--- src/hw/rtl/assert_macros.svh ---
// ----------------------------------------------------------------------------
// assert_macros.svh
// Assertion helpers shared by the RTL; all checks are clocked on clk and
// disabled while rst_n is low.
// ----------------------------------------------------------------------------
`ifndef ASSERT_MACROS_SVH
`define ASSERT_MACROS_SVH

// Antecedent implies consequent in the same cycle
`define ASSERT_IMPLY(label, ante, cons) \
    label: assert property (@(posedge clk) disable iff (!rst_n) (ante) |-> (cons)) \
        else $error("implication check failed");

// Condition must never be true
`define ASSERT_NEVER(label, cond) \
    label: assert property (@(posedge clk) disable iff (!rst_n) !(cond)) \
        else $error("forbidden condition seen");

`endif

--- src/hw/rtl/mfs_pkg.sv ---
// ----------------------------------------------------------------------------
// mfs_pkg
// Types and constants shared by the multilevel feedback scheduler.
// ----------------------------------------------------------------------------
`default_nettype none

package mfs_pkg;

    localparam int LEVELS    = 4;
    localparam int LVL_W     = 2;
    localparam int MAX_TASKS = 64;
    localparam int TID_W     = 6;
    localparam int MAX_CPUS  = 8;
    localparam int CNT_W     = 7;   // per-level fill count, 0..MAX_TASKS
    localparam int GCNT_W    = 4;   // grants per tick, 0..MAX_CPUS
    localparam int GIX_W     = 3;   // index into the grant list
    localparam int FADDR_W   = LVL_W + TID_W;
    localparam int SL_W      = 16;  // slice counters and slice length
    localparam int TIME_W    = 32;

    localparam logic [SL_W-1:0] SLICE_SAT = '1;

    // input actions
    localparam logic [1:0] ACT_SUBMIT = 2'd0;
    localparam logic [1:0] ACT_TICK   = 2'd1;
    localparam logic [1:0] ACT_FINISH = 2'd2;

    // result kinds
    localparam logic [1:0] KIND_GRANT  = 2'd0;
    localparam logic [1:0] KIND_FINISH = 2'd1;
    localparam logic [1:0] KIND_IDLE   = 2'd2;
    localparam logic [1:0] KIND_REJECT = 2'd3;

    // configuration register indexes
    localparam logic REG_CPU_COUNT    = 1'b0;
    localparam logic REG_SLICE_LENGTH = 1'b1;

    typedef struct packed {
        logic [1:0]       action;
        logic [TID_W-1:0] task_id;
        logic [2:0]       priority_req;
    } in_item_t;

    typedef struct packed {
        logic [1:0]        kind;
        logic [TID_W-1:0]  task_id_out;
        logic [LVL_W-1:0]  level_out;
        logic [TIME_W-1:0] run_time;
        logic [TIME_W-1:0] wait_time;
        logic              last;
    } out_item_t;

    typedef enum logic [1:0] {
        CMD_SUBMIT = 2'd0,
        CMD_TICK   = 2'd1,
        CMD_FINISH = 2'd2,
        CMD_REJECT = 2'd3
    } cmd_code_t;

    // classified item passed from front to back
    typedef struct packed {
        cmd_code_t        code;
        logic [TID_W-1:0] id;
        logic [LVL_W-1:0] lvl;
    } cmd_t;

    typedef struct packed {
        logic valid;
        cmd_t cmd;
    } front_out_t;

    // per-task record
    typedef struct packed {
        logic [LVL_W-1:0] level;
        logic [SL_W-1:0]  run;
        logic [SL_W-1:0]  waits;
    } task_rec_t;

endpackage

`default_nettype wire

--- src/hw/rtl/mfs_front.sv ---
// ----------------------------------------------------------------------------
// mfs_front
// Decodes incoming items, rejects bad actions and priorities, and holds
// classified items in a two-entry queue for the back end.
// ----------------------------------------------------------------------------
`default_nettype none

module mfs_front (
    input  wire logic              clk,
    input  wire logic              rst_n,
    input  wire logic              start,
    input  wire mfs_pkg::in_item_t item,
    output logic                   busy,
    input  wire logic              pop,
    output mfs_pkg::front_out_t    front_out
);

    mfs_pkg::cmd_t q_reg [2];
    logic          wr_ptr_reg, wr_ptr_next;
    logic          rd_ptr_reg, rd_ptr_next;
    logic [1:0]    fill_reg, fill_next;
    logic          push;
    logic          do_pop;
    mfs_pkg::cmd_t cls;

    // classify the incoming item
    always_comb
    begin
        cls.id  = item.task_id;
        cls.lvl = mfs_pkg::LVL_W'(item.priority_req - 3'd1);
        case (item.action)
            mfs_pkg::ACT_SUBMIT:
            begin
                if (item.priority_req inside {[1:mfs_pkg::LEVELS]})
                    cls.code = mfs_pkg::CMD_SUBMIT;
                else
                    cls.code = mfs_pkg::CMD_REJECT;
            end
            mfs_pkg::ACT_TICK:   cls.code = mfs_pkg::CMD_TICK;
            mfs_pkg::ACT_FINISH: cls.code = mfs_pkg::CMD_FINISH;
            default:             cls.code = mfs_pkg::CMD_REJECT;
        endcase
    end

    assign busy   = (fill_reg == 2'd2);
    assign push   = start && !busy;
    assign do_pop = pop && (fill_reg != 2'd0);

    // queue pointers
    always_comb
    begin
        wr_ptr_next = wr_ptr_reg ^ push;
        rd_ptr_next = rd_ptr_reg ^ do_pop;
        fill_next   = fill_reg + 2'(push) - 2'(do_pop);
    end

    always_ff @(posedge clk or negedge rst_n)
    begin
        if (!rst_n)
        begin
            wr_ptr_reg <= 1'b0;
            rd_ptr_reg <= 1'b0;
            fill_reg   <= 2'd0;
        end
        else
        begin
            wr_ptr_reg <= wr_ptr_next;
            rd_ptr_reg <= rd_ptr_next;
            fill_reg   <= fill_next;
        end
    end

    // queue storage
    always_ff @(posedge clk)
    begin
        if (push)
            q_reg[wr_ptr_reg] <= cls;
    end

    assign front_out.valid = (fill_reg != 2'd0);
    assign front_out.cmd   = q_reg[rd_ptr_reg];

endmodule

`default_nettype wire

--- config.mk ---
export PLATFORM = sky130hd
export DESIGN_NAME = mfs_front
export DESIGN_NICKNAME = d
export VERILOG_FILES = /design/src/hw/rtl/assert_macros.svh /design/src/hw/rtl/mfs_pkg.sv /design/src/hw/rtl/mfs_front.sv
export SDC_FILE = /design/constraint.sdc
export NUM_CORES = 1
export LEC_CHECK = 0
export BUFFER_PORTS_ARGS = -buffer_cell sky130_fd_sc_hd__buf_4
export CAP_MARGIN = 20
export CORE_ASPECT_RATIO = 0.7
export CORE_MARGIN = 2
export CORE_UTILIZATION = 45
export CTS_BUF_LIST = sky130_fd_sc_hd__clkbuf_4
export CTS_CLUSTER_DIAMETER = 30
export CTS_CLUSTER_SIZE = 8
export DETAILED_ROUTE_END_ITERATION = 10
export PLACE_DENSITY = 0.78
export RECOVER_POWER = 100
export SYNTH_ARGS = -nofsm -noshare
export SYNTH_HDL_FRONTEND = slang
export SYNTH_SLANG_ARGS = --single-unit
--- constraint.sdc ---
create_clock -name clk -period 1.9 [get_ports clk]
set_input_delay 0.285 -clock clk [delete_from_list [all_inputs] [get_ports clk]]
set_output_delay 0.285 -clock clk [all_outputs]
set_load 0.03 [all_outputs]
# ---- After elaboration in Yosys (flattened, before gate mapping)
# Memories as Yosys holds them, arrays and structs flattened.
# Index checks and enable logic that the tools add are counted.
dict set report totals {
  register_bits 4
  latchBits 0
  ramBits 20
  rom_bits 0
  inputBits 15
  n_memories 1
}
# memory words width rd rd_clocked_by_memory_dff wr line_no
set mem_list {}
lappend mem_list {q_reg 2 10 1 0 1 mfs_front.sv:18} ;# mfs_pkg::cmd_t q_reg [2];
dict set report classes {
  addsub 3
  multipliers 0
  div_mod_pow 0
  magnitude_cmp 2
  n_eq_ne 3
  shift 0
  muxes 4
  n_bitwise 2
  n_reduce_logical 6
}
# cell n
set ops {}
lappend ops {{2-bit one-hot mux with 3 select lines} 1}
lappend ops {{2-bit equality test, second input constant} 2}
lappend ops {{3-bit by 1-bit greater-or-equal comparator with 1-bit output, second input constant} 1}
lappend ops {{3-bit less-or-equal comparator, second input constant} 1}
lappend ops {{1-bit logical AND} 3}
lappend ops {{2-bit by 1-bit adder with 2-bit output} 1}
lappend ops {{2-bit by 1-bit equality test with 1-bit output, second input constant} 1}
lappend ops {{2-bit logical NOT} 1}
lappend ops {{1-bit 2-to-1 mux} 2}
lappend ops {{2-bit 2-to-1 mux} 1}
lappend ops {{2-bit nonzero test} 1}
lappend ops {{2-bit by 1-bit subtractor with 2-bit output} 1}
lappend ops {{2-bit by 1-bit subtractor with 2-bit output, second input constant} 1}
lappend ops {{1-bit XOR} 2}
lappend ops {{1-bit logical NOT} 1}

# ---- Longest topological paths before layout
# Gate-level depths: netlist of run 1.
dict set report logic_depth {
  ltp_word 5
  mapped_depth 7
  depth_no_buf 7
}

# ---- Worst setup path before layout of run 1
# Ideal clock, no wire load.
dict set report synth_path {
  path_kind {register -> register}
  start {reg fill_reg[1]}
  end {reg fill_reg[1]}
  setup_time_ns 0.123
  arrival_time_ns 1.312
  setup_slack_ns 0.465
  path_stages_with_launch 7
  n_path_buf 0
  period_less_slack_ns 1.435
  path_cell_list {dfrtp_1 o21a_1 ha_1 inv_1 ha_1 xnor2_1 xnor2_1}
}
dict set report synth_via {
  elab_chain_cells 5
}
# element line_no
set synth_rtl {}
lappend synth_rtl {{from (decl)} mfs_front.sv:21} ;# logic [1:0] fill_reg, fill_next;
lappend synth_rtl {{from (signal assigned)} mfs_front.sv:69} ;# fill_reg <= fill_next;
lappend synth_rtl {{2-bit equality test} mfs_front.sv:45} ;# assign busy = (fill_reg == 2'd2);
lappend synth_rtl {{1-bit logical NOT} mfs_front.sv:46} ;# assign push = start && !busy;
lappend synth_rtl {{1-bit logical AND} mfs_front.sv:46}
lappend synth_rtl {{2-bit by 1-bit adder with 2-bit output} mfs_front.sv:54} ;# fill_next = fill_reg + 2'(push) - 2'(do_pop);
lappend synth_rtl {{2-bit by 1-bit subtractor with 2-bit output (*)} mfs_front.sv:54}
lappend synth_rtl {{via fill_next[1]} mfs_front.sv:21}
# Mark *: on every way through the listed nets, which the timed path passes. The rest lies on a longest branch.

==> results.cfg, run 1 <==
[run_status]
status = finished, final reports clean

[yosys]
avgSynthCellArea_um2 = 16.8
yosysTopAreaCell = edfxtp_1
synth-main-ff-cell = edfxtp_1
postSynth.asyncResetShare_pct = 16.7
synth_seq_cells = 24
synth_edf_count = 20
yosysMostFrequentCell = edfxtp_1
synth_area_um2 = 1060
synthTopCellsByCount = edfxtp_1, mux2_4, inv_1
synth.area.top_cells = edfxtp_1, mux2_4, dfrtp_1
syn_inst = 63
yosysWarnings = 0
synth.distinct_cells = 18
synth.top_cell.area_share_pct = 56.6
ys_seq_area_share_pct = 66.0
syn_nets = 84

[route]
drcViolationCount = 0
dr.pass1.iters = 1
ant_nets = 0
viasPerCell = 4.55
drt-total-wl_um = 1590
drtIter0Drc = 0
vias = 573
wl_per_cell_um = 12.6

[finish]
area_growth_pct = 23.0
final_area_um2 = 1310
drive_gt1_share_pct = 36.2
n_antenna_cell = 0
final_nets = 116
n_fill_cell = 191
largest_reg_flops = 20

[placement]
hpwl_um = 1250
io_buffer_count = 26
post_dp_cell_area_um2 = 1290
place_congestion = 0.668

[clock_network]
clock_sinks = 24
htreeDepth = 1
cts.clk_slew.worst_paths_ps = 120
tritoncts = built
cts_buffer_depth = 2
clock_latency_ps = 300
postCtsSetupBuffers = 0
numCtsBuffers = 3
cts_root_buf = clkbuf_4

[critical_path]
cp_slowest_cell = mux2_2
crit_path_end_kind = output port
path_cells = buf_4, mux2_2, clkbuf_2
timing.rr.end = fill_reg[1]
reg2regPathDepth = 6
slowest_delay_ps = 350
cp.required_ps = 1620
cp.arrival_ps = 1400
r2r_slack_ps = 360
crit_type = reg2out
r2r-start = fill_reg[1]
crit_fanout = 11
cp-start-kind = flip-flop

[sta]
clock.fmax_ghz = 0.594
slew_viol_final = 0
setup_violations = 0
fin_crit_sh_pct = 88.5
fin_setup_tns_ps = 0
hold_violations = 0
worst_clock_skew_ps = 3.70
period_minus_slack_ps = 1680
maxSlewHeadroom_pct = 68.4
grt_setup_unrepaired = false
worst_pin_slew_ps = 475

[hold_path]
holdPathStages = 1
hold_path_startpoint = item[4]
holdPathEnd = q_reg[0][3]
hold_path.class = in2reg

[power_and_ir_drop]
p_per_area_nw_per_um2 = 1530
swShare_pct = 34.8
total_power_mw = 1.99
power.switching_mw = 0.693
p_leak_nw = 0.563
irDropWorstVdd_mv = 0.765
power_frac_clock_pct = 17.7
power_frac_seq_pct = 39.5
pwr-share-comb_pct = 42.7
intPower_mw = 1.30

[global_routing]
grt_pass1_vias = 581
grt_antenna_before_repair = 0
grt_start_max_net_pins = 15
grt_pass1_wl_um = 2530
grt_usage_pct = 12.9
grt_overflow = 0

[die]
dieArea_um2 = 2770
pin_count = 27
core_um2 = 2190
placementRows = 14
die_h_um = 44.6
start_util_pct = 48.5
fp.dieW_um = 62.0

[run]
drv_cap = 0
==> layout make-up <==
| type | count | area (um2) | area share, % |
|---|---|---|---|
| clock buffers | 3 | 22.5 | 1.73 |
| multi-input cells | 31 | 319 | 24.4 |
| repair buffers | 28 | 166 | 12.8 |
| well taps | 32 | 40.0 | 3.07 |
| flip-flops and latches | 24 | 701 | 53.7 |
| inverters | 7 | 26.3 | 2.01 |
| clock inverters | 1 | 30.0 | 2.30 |
==> power by group through the flow <==
stage / sequential, mW / combinational [mW] / clock [mW]
after detailed placement: 0.803 / 0.946 / 0
final: 0.787 / 0.851 / 0.353
after global routing: 0.801 / 0.924 / 0.389
after CTS: 0.790 / 0.950 / 0.366
after global placement: 0.790 / 0.933 / 0
after floorplan: 0.790 / 0.687 / 0
==> worst max-delay path: cells and delay by family, from the launching register on <==
family / cells / cell delay, ps
DFF: 1 / 340
muxes: 1 / 350
buffers and inverters: 2 / 400
==> metrics by stage <==
step / util, % / std cells / hold slack (ps) / worst slack (ps)
6_report: 59.6 / 126 / 179 / 218
5_1_grt: 59.6 / 126 / 156 / 141
4_1_cts: 61.9 / 126 / 143 / 203
3_5_place_dp: 59.0 / 121 / 86.5 / 364
3_3_place_gp: 59.0 / 121 / 85.8 / 411
2_1_floorplan: - / 63 / -10.6 / 465
==> placed cells by master, fill, tap and decap left out <==
cell type | Yosys | layout
a211o_1 | 2 | 2
and2_0 | 0 | 1
buf_4 | 0 | 9
bufinv_16 | 0 | 1
clkbuf_1 | 0 | 7
clkbuf_2 | 0 | 8
clkbuf_4 | 0 | 6
dfrtp_1 | 4 | 4
dlygate4sd3_1 | 0 | 1
edfxtp_1 | 20 | 20
ha_1 | 6 | 6
inv_1 | 7 | 7
mux2_1 | 0 | 1
mux2_2 | 1 | 1
mux2_4 | 9 | 8
nand2_1 | 1 | 1
nand2b_1 | 1 | 1
nor2_1 | 2 | 2
nor3_1 | 1 | 1
nor3b_1 | 2 | 2
o21a_1 | 1 | 1
or2_2 | 1 | 1
xnor2_1 | 2 | 2
xor2_1 | 1 | 1
==> layer usage <==
metal / share of wire, % / up-vias / track usage (%) / routed length (um)
met1: 39 / 277 / 14.9 / 626
met2: 54 / 12 / 22.7 / 862
met5: 0 / - / 0 / 0
met4: 0 / 0 / 1.28 / 0
met3: 6.1 / 0 / 5.85 / 96
li1: - / 284 / - / -
==> timing repair <==
item,CTS,global route
hold buffers,1,0
resized for setup,0,0
hold endpoints to repair,4,0
==> how the worst max path moves through the flow <==
| stage | startpoint | endpoint | cells past startpoint |
|---|---|---|---|
| floorplan | fill_reg[1] | fill_reg[1] | 6 |
| global placement | fill_reg[1] | q_reg[0][8] | 3 |
| detailed placement | fill_reg[1] | fill_reg[1] | 6 |
| CTS | rd_ptr_reg | front_out[6] | 3 |
| global route | rd_ptr_reg | front_out[6] | 3 |
| finish | rd_ptr_reg | front_out[6] | 3 |
==> kinds of logic after synthesis <==
logic type | synth area share (%)
flops | 66.0
mux | 13.8
simple gates | 4.72
buf+inv | 3.54
fa+ha+maj | 7.08
compound gates | 2.36
xor+xnor | 2.48
No activity file was read; power rests on OpenSTA's default activity.
==> inputs of run 2 (changes only) <==
--- a/config.mk
+++ b/config.mk
@@ -16,6 +16,7 @@
 export DETAILED_ROUTE_END_ITERATION = 10
 export PLACE_DENSITY = 0.78
 export RECOVER_POWER = 100
+export SETUP_SLACK_MARGIN = 0.5
 export SYNTH_ARGS = -nofsm -noshare
 export SYNTH_HDL_FRONTEND = slang
 export SYNTH_SLANG_ARGS = --single-unit
==> run 2 against run 1 <==
Against the previous run: final cell count is 4.8% higher; power increased by 14%; wire length up 12%; hold slack worse by 11 ps; sequential share of layout area is 5.1 points lower; clock-buffer cell count unchanged; utilization grew 6.4 points; flip-flop and latch count unchanged; sequential power up 2%; non-clock buffer count rose by 6; final area increased by 11%; largest cell class unchanged; critical endpoint is now front_out[2].
==> results.cfg, run 2 (same netlist as run 1, synthesis figures left out) <==
[route]
viasPerCell = 4.60
ant_nets = 0
dr.pass1.iters = 3
drt-total-wl_um = 1770
drcViolationCount = 0
vias = 607
wl_per_cell_um = 13.4
drtIter0Drc = 6

[sta]
fin_setup_tns_ps = 0
maxSlewHeadroom_pct = 76.2
period_minus_slack_ps = 1710
fin_crit_sh_pct = 90.2
worst_pin_slew_ps = 359
worst_clock_skew_ps = 12.0
grt_setup_unrepaired = true
hold_violations = 0
clock.fmax_ghz = 0.584
setup_violations = 0
slew_viol_final = 0

[finish]
layout_common_cells = edfxtp_1, buf_6, buf_4
fin_util_pct = 66.0
drive_gt1_share_pct = 47.0
largest_reg_flops = 20
final-seq-area_um2 = 702
n_antenna_cell = 0
multiInputGateArea_um2 = 350
final_nets = 122
final_common_cell = edfxtp_1
area_growth_pct = 36.2
finalNonFillerCells = 132
n_fill_cell = 173

[die]
dieArea_um2 = 2770
core_um2 = 2190
pin_count = 27
placementRows = 14
fp.dieW_um = 62.0
die_h_um = 44.6
start_util_pct = 48.5

[global_routing]
grt_overflow = 0
grt_pass1_vias = 663
grt_pass1_wl_um = 2870
grt_antenna_before_repair = 0
grt_start_max_net_pins = 15
grt_usage_pct = 14.8

[placement]
place_congestion = 0.664
place_inst = 121
io_buffer_count = 26
hpwl_um = 1240

[critical_path]
critPathBufInv = 2
cp-start-kind = flip-flop
cp_slowest_cell = dfrtp_2
cp.arrival_ps = 1430
cp_top_family = flip-flops
crit_type = reg2out
cp.required_ps = 1620
crit_path_end_kind = output port
crit_fanout = 6
r2r-start = fill_reg[1]
timing.rr.end = q_reg[1][7]
reg2regPathDepth = 4
slowest_delay_ps = 430
r2r_slack_ps = 290
path_cells = clkbuf_2, mux2_1, buf_6

[clock_network]
numCtsBuffers = 3
tritoncts = built
clock_latency_ps = 310
clock_sinks = 24
cts.clk_slew.worst_paths_ps = 130
cts_root_buf = clkbuf_4
htreeDepth = 1
cts_buffer_depth = 2

[hold_path]
holdPathStages = 1
hold_path_startpoint = item[3]
holdPathEnd = q_reg[0][2]
hold_path.class = in2reg

[power_and_ir_drop]
p_leak_nw = 0.617
p_per_area_nw_per_um2 = 1570
irDropWorstVdd_mv = 0.904

[run]
drv_cap = 0

[run_status]
status = finished, final reports clean
-- run 2: cell types whose count changed in the layout (fill, tap and decap cells not counted), sizes merged --
cell | before | now
buf | 9 | 22
clkbuf | 21 | 14
-- run 2: layer usage --
metal  track usage [%]  vias to the layer above  routed length [um]
met5                 0                        -                   0
met4              2.55                        0                  13
met3              6.43                        2                 100
met2              26.3                       16                 937
met1              16.6                      289                 720
li1                  -                      300                   -
-- run 2: worst reg2reg max path: stages, from the launching register on --
cell      delay [ps]
dfrtp_1          460
nand2b_2         130
and2_0           310
ha_4             240
buf_2            200
-- run 2: how the worst max path moves through the flow --
stage	from	endpoint	slack [ps]	cells after the start
2_1_floorplan	fill_reg[0]	fill_reg[1]	490	6
3_3_place_gp	fill_reg[1]	q_reg[0][9]	370	3
3_5_place_dp	fill_reg[0]	q_reg[1][9]	350	3
4_1_cts	rd_ptr_reg	front_out[4]	250	3
5_1_grt	rd_ptr_reg	front_out[2]	110	3
6_report	rd_ptr_reg	front_out[2]	190	3
-- run 2: repair_timing --
item | CTS | global route
resized for setup | 20 | 5
setup buffers | 4 | 2
endpoints found under the setup margin | 33 | 22
hold buffers | 1 | 0
pin swaps | 5 | 5
hold endpoints to repair | 4 | 0
-- run 2: cell type report --
class | count | share of cell area (%)
Inverter | 7 | 1.82
Clock inverter | 1 | 2.08
Sequential cell | 24 | 48.6
Clock buffer | 3 | 1.56
Multi-Input combinational cell | 31 | 24.2
Timing Repair Buffer | 34 | 19.0
Tap cell | 32 | 2.77
-- run 2: stage by stage --
step | power [mW] | hold WS [ps] | worst slack, ps | instance area (um2)
2_1_floorplan | 1.48 | -10.6 | 487 | 1060
3_3_place_gp | 1.73 | 86.5 | 369 | 1290
3_5_place_dp | 1.76 | 86.5 | 347 | 1290
4_1_cts | 2.38 | 141 | 252 | 1490
5_1_grt | 2.40 | 143 | 106 | 1450
6_report | 2.27 | 169 | 187 | 1450
-- run 2: where the power goes --
part / internal (mW) / switching [mW] / leakage, nW
logic: 0.539 / 0.568 / 0.358
registers: 0.736 / 0.0673 / 0.231
clock network: 0.213 / 0.142 / 0.0279
total: 1.49 / 0.777 / 0.617
==> inputs of run 3 (changes only) <==
--- a/config.mk
+++ b/config.mk
@@ -14,7 +14,7 @@
 export CTS_CLUSTER_DIAMETER = 30
 export CTS_CLUSTER_SIZE = 8
 export DETAILED_ROUTE_END_ITERATION = 10
-export PLACE_DENSITY = 0.78
+export PLACE_DENSITY = 0.66
 export RECOVER_POWER = 100
 export SETUP_SLACK_MARGIN = 0.5
 export SYNTH_ARGS = -nofsm -noshare
==> run 3 against run 2 <==
Against the previous run: power decreased by 8.3%; final area decreased by 4.9%; clock-buffer cell count did not move; highest routed layer unchanged; sequential share of layout area is 2.4 points higher; hold slack better by 14 ps; register-to-register slack about the same; flip-flop and latch count unchanged; clock skew fell by 4.2 ps.
==> results.cfg, run 3 (same netlist as run 1, synthesis figures left out) <==
[finish]
area_growth_pct = 29.5
n_fill_cell = 183
final_nets = 122
drive_gt1_share_pct = 42.0
final_common_cell = edfxtp_1
largest_reg_flops = 20
final-seq-area_um2 = 701
n_antenna_cell = 0
layout_common_cells = edfxtp_1, buf_4, mux2_4
multiInputGateArea_um2 = 337

[power_and_ir_drop]
total_power_mw = 2.08
p_per_area_nw_per_um2 = 1510
p_leak_nw = 0.603
irDropWorstVdd_mv = 0.729

[critical_path]
cp.arrival_ps = 1400
timing.rr.end = q_reg[1][0]
reg2regPathDepth = 3
crit_start = rd_ptr_reg
crit_fanout = 5
cp-start-kind = flip-flop
crit_type = reg2out
crit_path_end_kind = output port
cp.required_ps = 1620
crit_end = front_out[0]
r2r_slack_ps = 280
r2r-start = fill_reg[0]

[die]
placementRows = 14
pin_count = 27
fp.dieW_um = 62.0
core_um2 = 2190
dieArea_um2 = 2770
die_h_um = 44.6
start_util_pct = 48.5

[run]
drv_cap = 0

[route]
vias = 609
drt-total-wl_um = 1750
dr.pass1.iters = 4
drtIter0Drc = 9
wl_per_cell_um = 13.2
ant_nets = 0
viasPerCell = 4.61
drcViolationCount = 0

[placement]
place_congestion = 0.626
hpwl_um = 1150
io_buffer_count = 26

[sta]
fin_setup_tns_ps = 0
clock.fmax_ghz = 0.593
maxSlewHeadroom_pct = 65.7
slew_viol_final = 0
worst_pin_slew_ps = 515
setup_violations = 0
hold_violations = 0
period_minus_slack_ps = 1690
fin_crit_sh_pct = 88.8
worst_clock_skew_ps = 7.87
grt_setup_unrepaired = true

[clock_network]
clock_latency_ps = 310
cts.clk_slew.worst_paths_ps = 120
cts_root_buf = clkbuf_4
numCtsBuffers = 3
tritoncts = built
clock_sinks = 24
cts_buffer_depth = 2
htreeDepth = 1

[hold_path]
hold_path.class = in2reg

[global_routing]
grt_start_max_net_pins = 14
grt_overflow = 0
grt_antenna_before_repair = 0
grt_pass1_vias = 566
grt_pass1_wl_um = 2570
grt_usage_pct = 13.7

[run_status]
status = finished, final reports clean
==> run 3: cell types whose count changed in the layout (fill, tap and decap cells not counted), sizes merged <==
cell,before,now
buf,22,14
bufinv,1,0
clkbuf,14,22
clkinv,0,1
==> run 3: layout make-up <==
class | count | share of cell area, %
sequential | 24 | 51.0
multi-input combinational | 31 | 24.5
timing repair buffer | 34 | 17.8
tap | 32 | 2.91
inverter | 7 | 1.91
clock buffer | 3 | 1.64
clock inverter | 1 | 0.273
==> run 3: per-layer routing <==
metal	share of wire, %	GRT usage (%)	vias to the layer above
met3	6.2	6.14	2
met5	0	0	-
li1	-	-	303
met4	0.80	2.55	0
met2	49	22.3	19
met1	44	17.1	285
==> run 3: stage by stage <==
stage	setup WS, ps	std cells	hold WS (ps)	instance area, um2	utilization [%]
finish	212	132	182	1370	62.7
global route	170	132	158	1370	62.7
CTS	233	129	150	1410	64.3
detailed placement	342	121	84.8	1290	59.1
global placement	363	121	86.5	1290	59.1
floorplan	487	63	-10.6	1060	-
==> run 3: worst min-delay path by stage <==
stage,from,slack [ps],cells after the start,end
after global placement,rst_n,90,1,fill_reg[1]
after floorplan,rst_n,-10,0,fill_reg[0]
after CTS,item[4],150,1,q_reg[1][3]
after global routing,item[7],160,1,q_reg[0][6]
final,item[3],180,1,q_reg[1][2]
after detailed placement,rst_n,80,1,fill_reg[1]
==> run 3: timing repair <==
item | CTS | global route
endpoints found under the hold margin | 4 | 0
setup endpoints to repair | 33 | 29
setup buffers | 3 | 2
resized for setup | 10 | 14
cloned | 0 | 1
hold buffers | 1 | 0
pin swaps | 4 | 1
==> run 3: critical path, cell delays in order (launching register included) <==
cell,delay [ps]
dfrtp_1,450
clkbuf_16,180
mux2_4,290
clkbuf_2,180
==> run 3: report_power, final <==
group,leakage [nW],internal [mW],switching [mW],total [mW]
registers,0.232,0.735,0.0657,0.801
logic,0.356,0.515,0.547,1.06
clock network,0.0154,0.0766,0.138,0.215
total,0.603,1.33,0.751,2.08
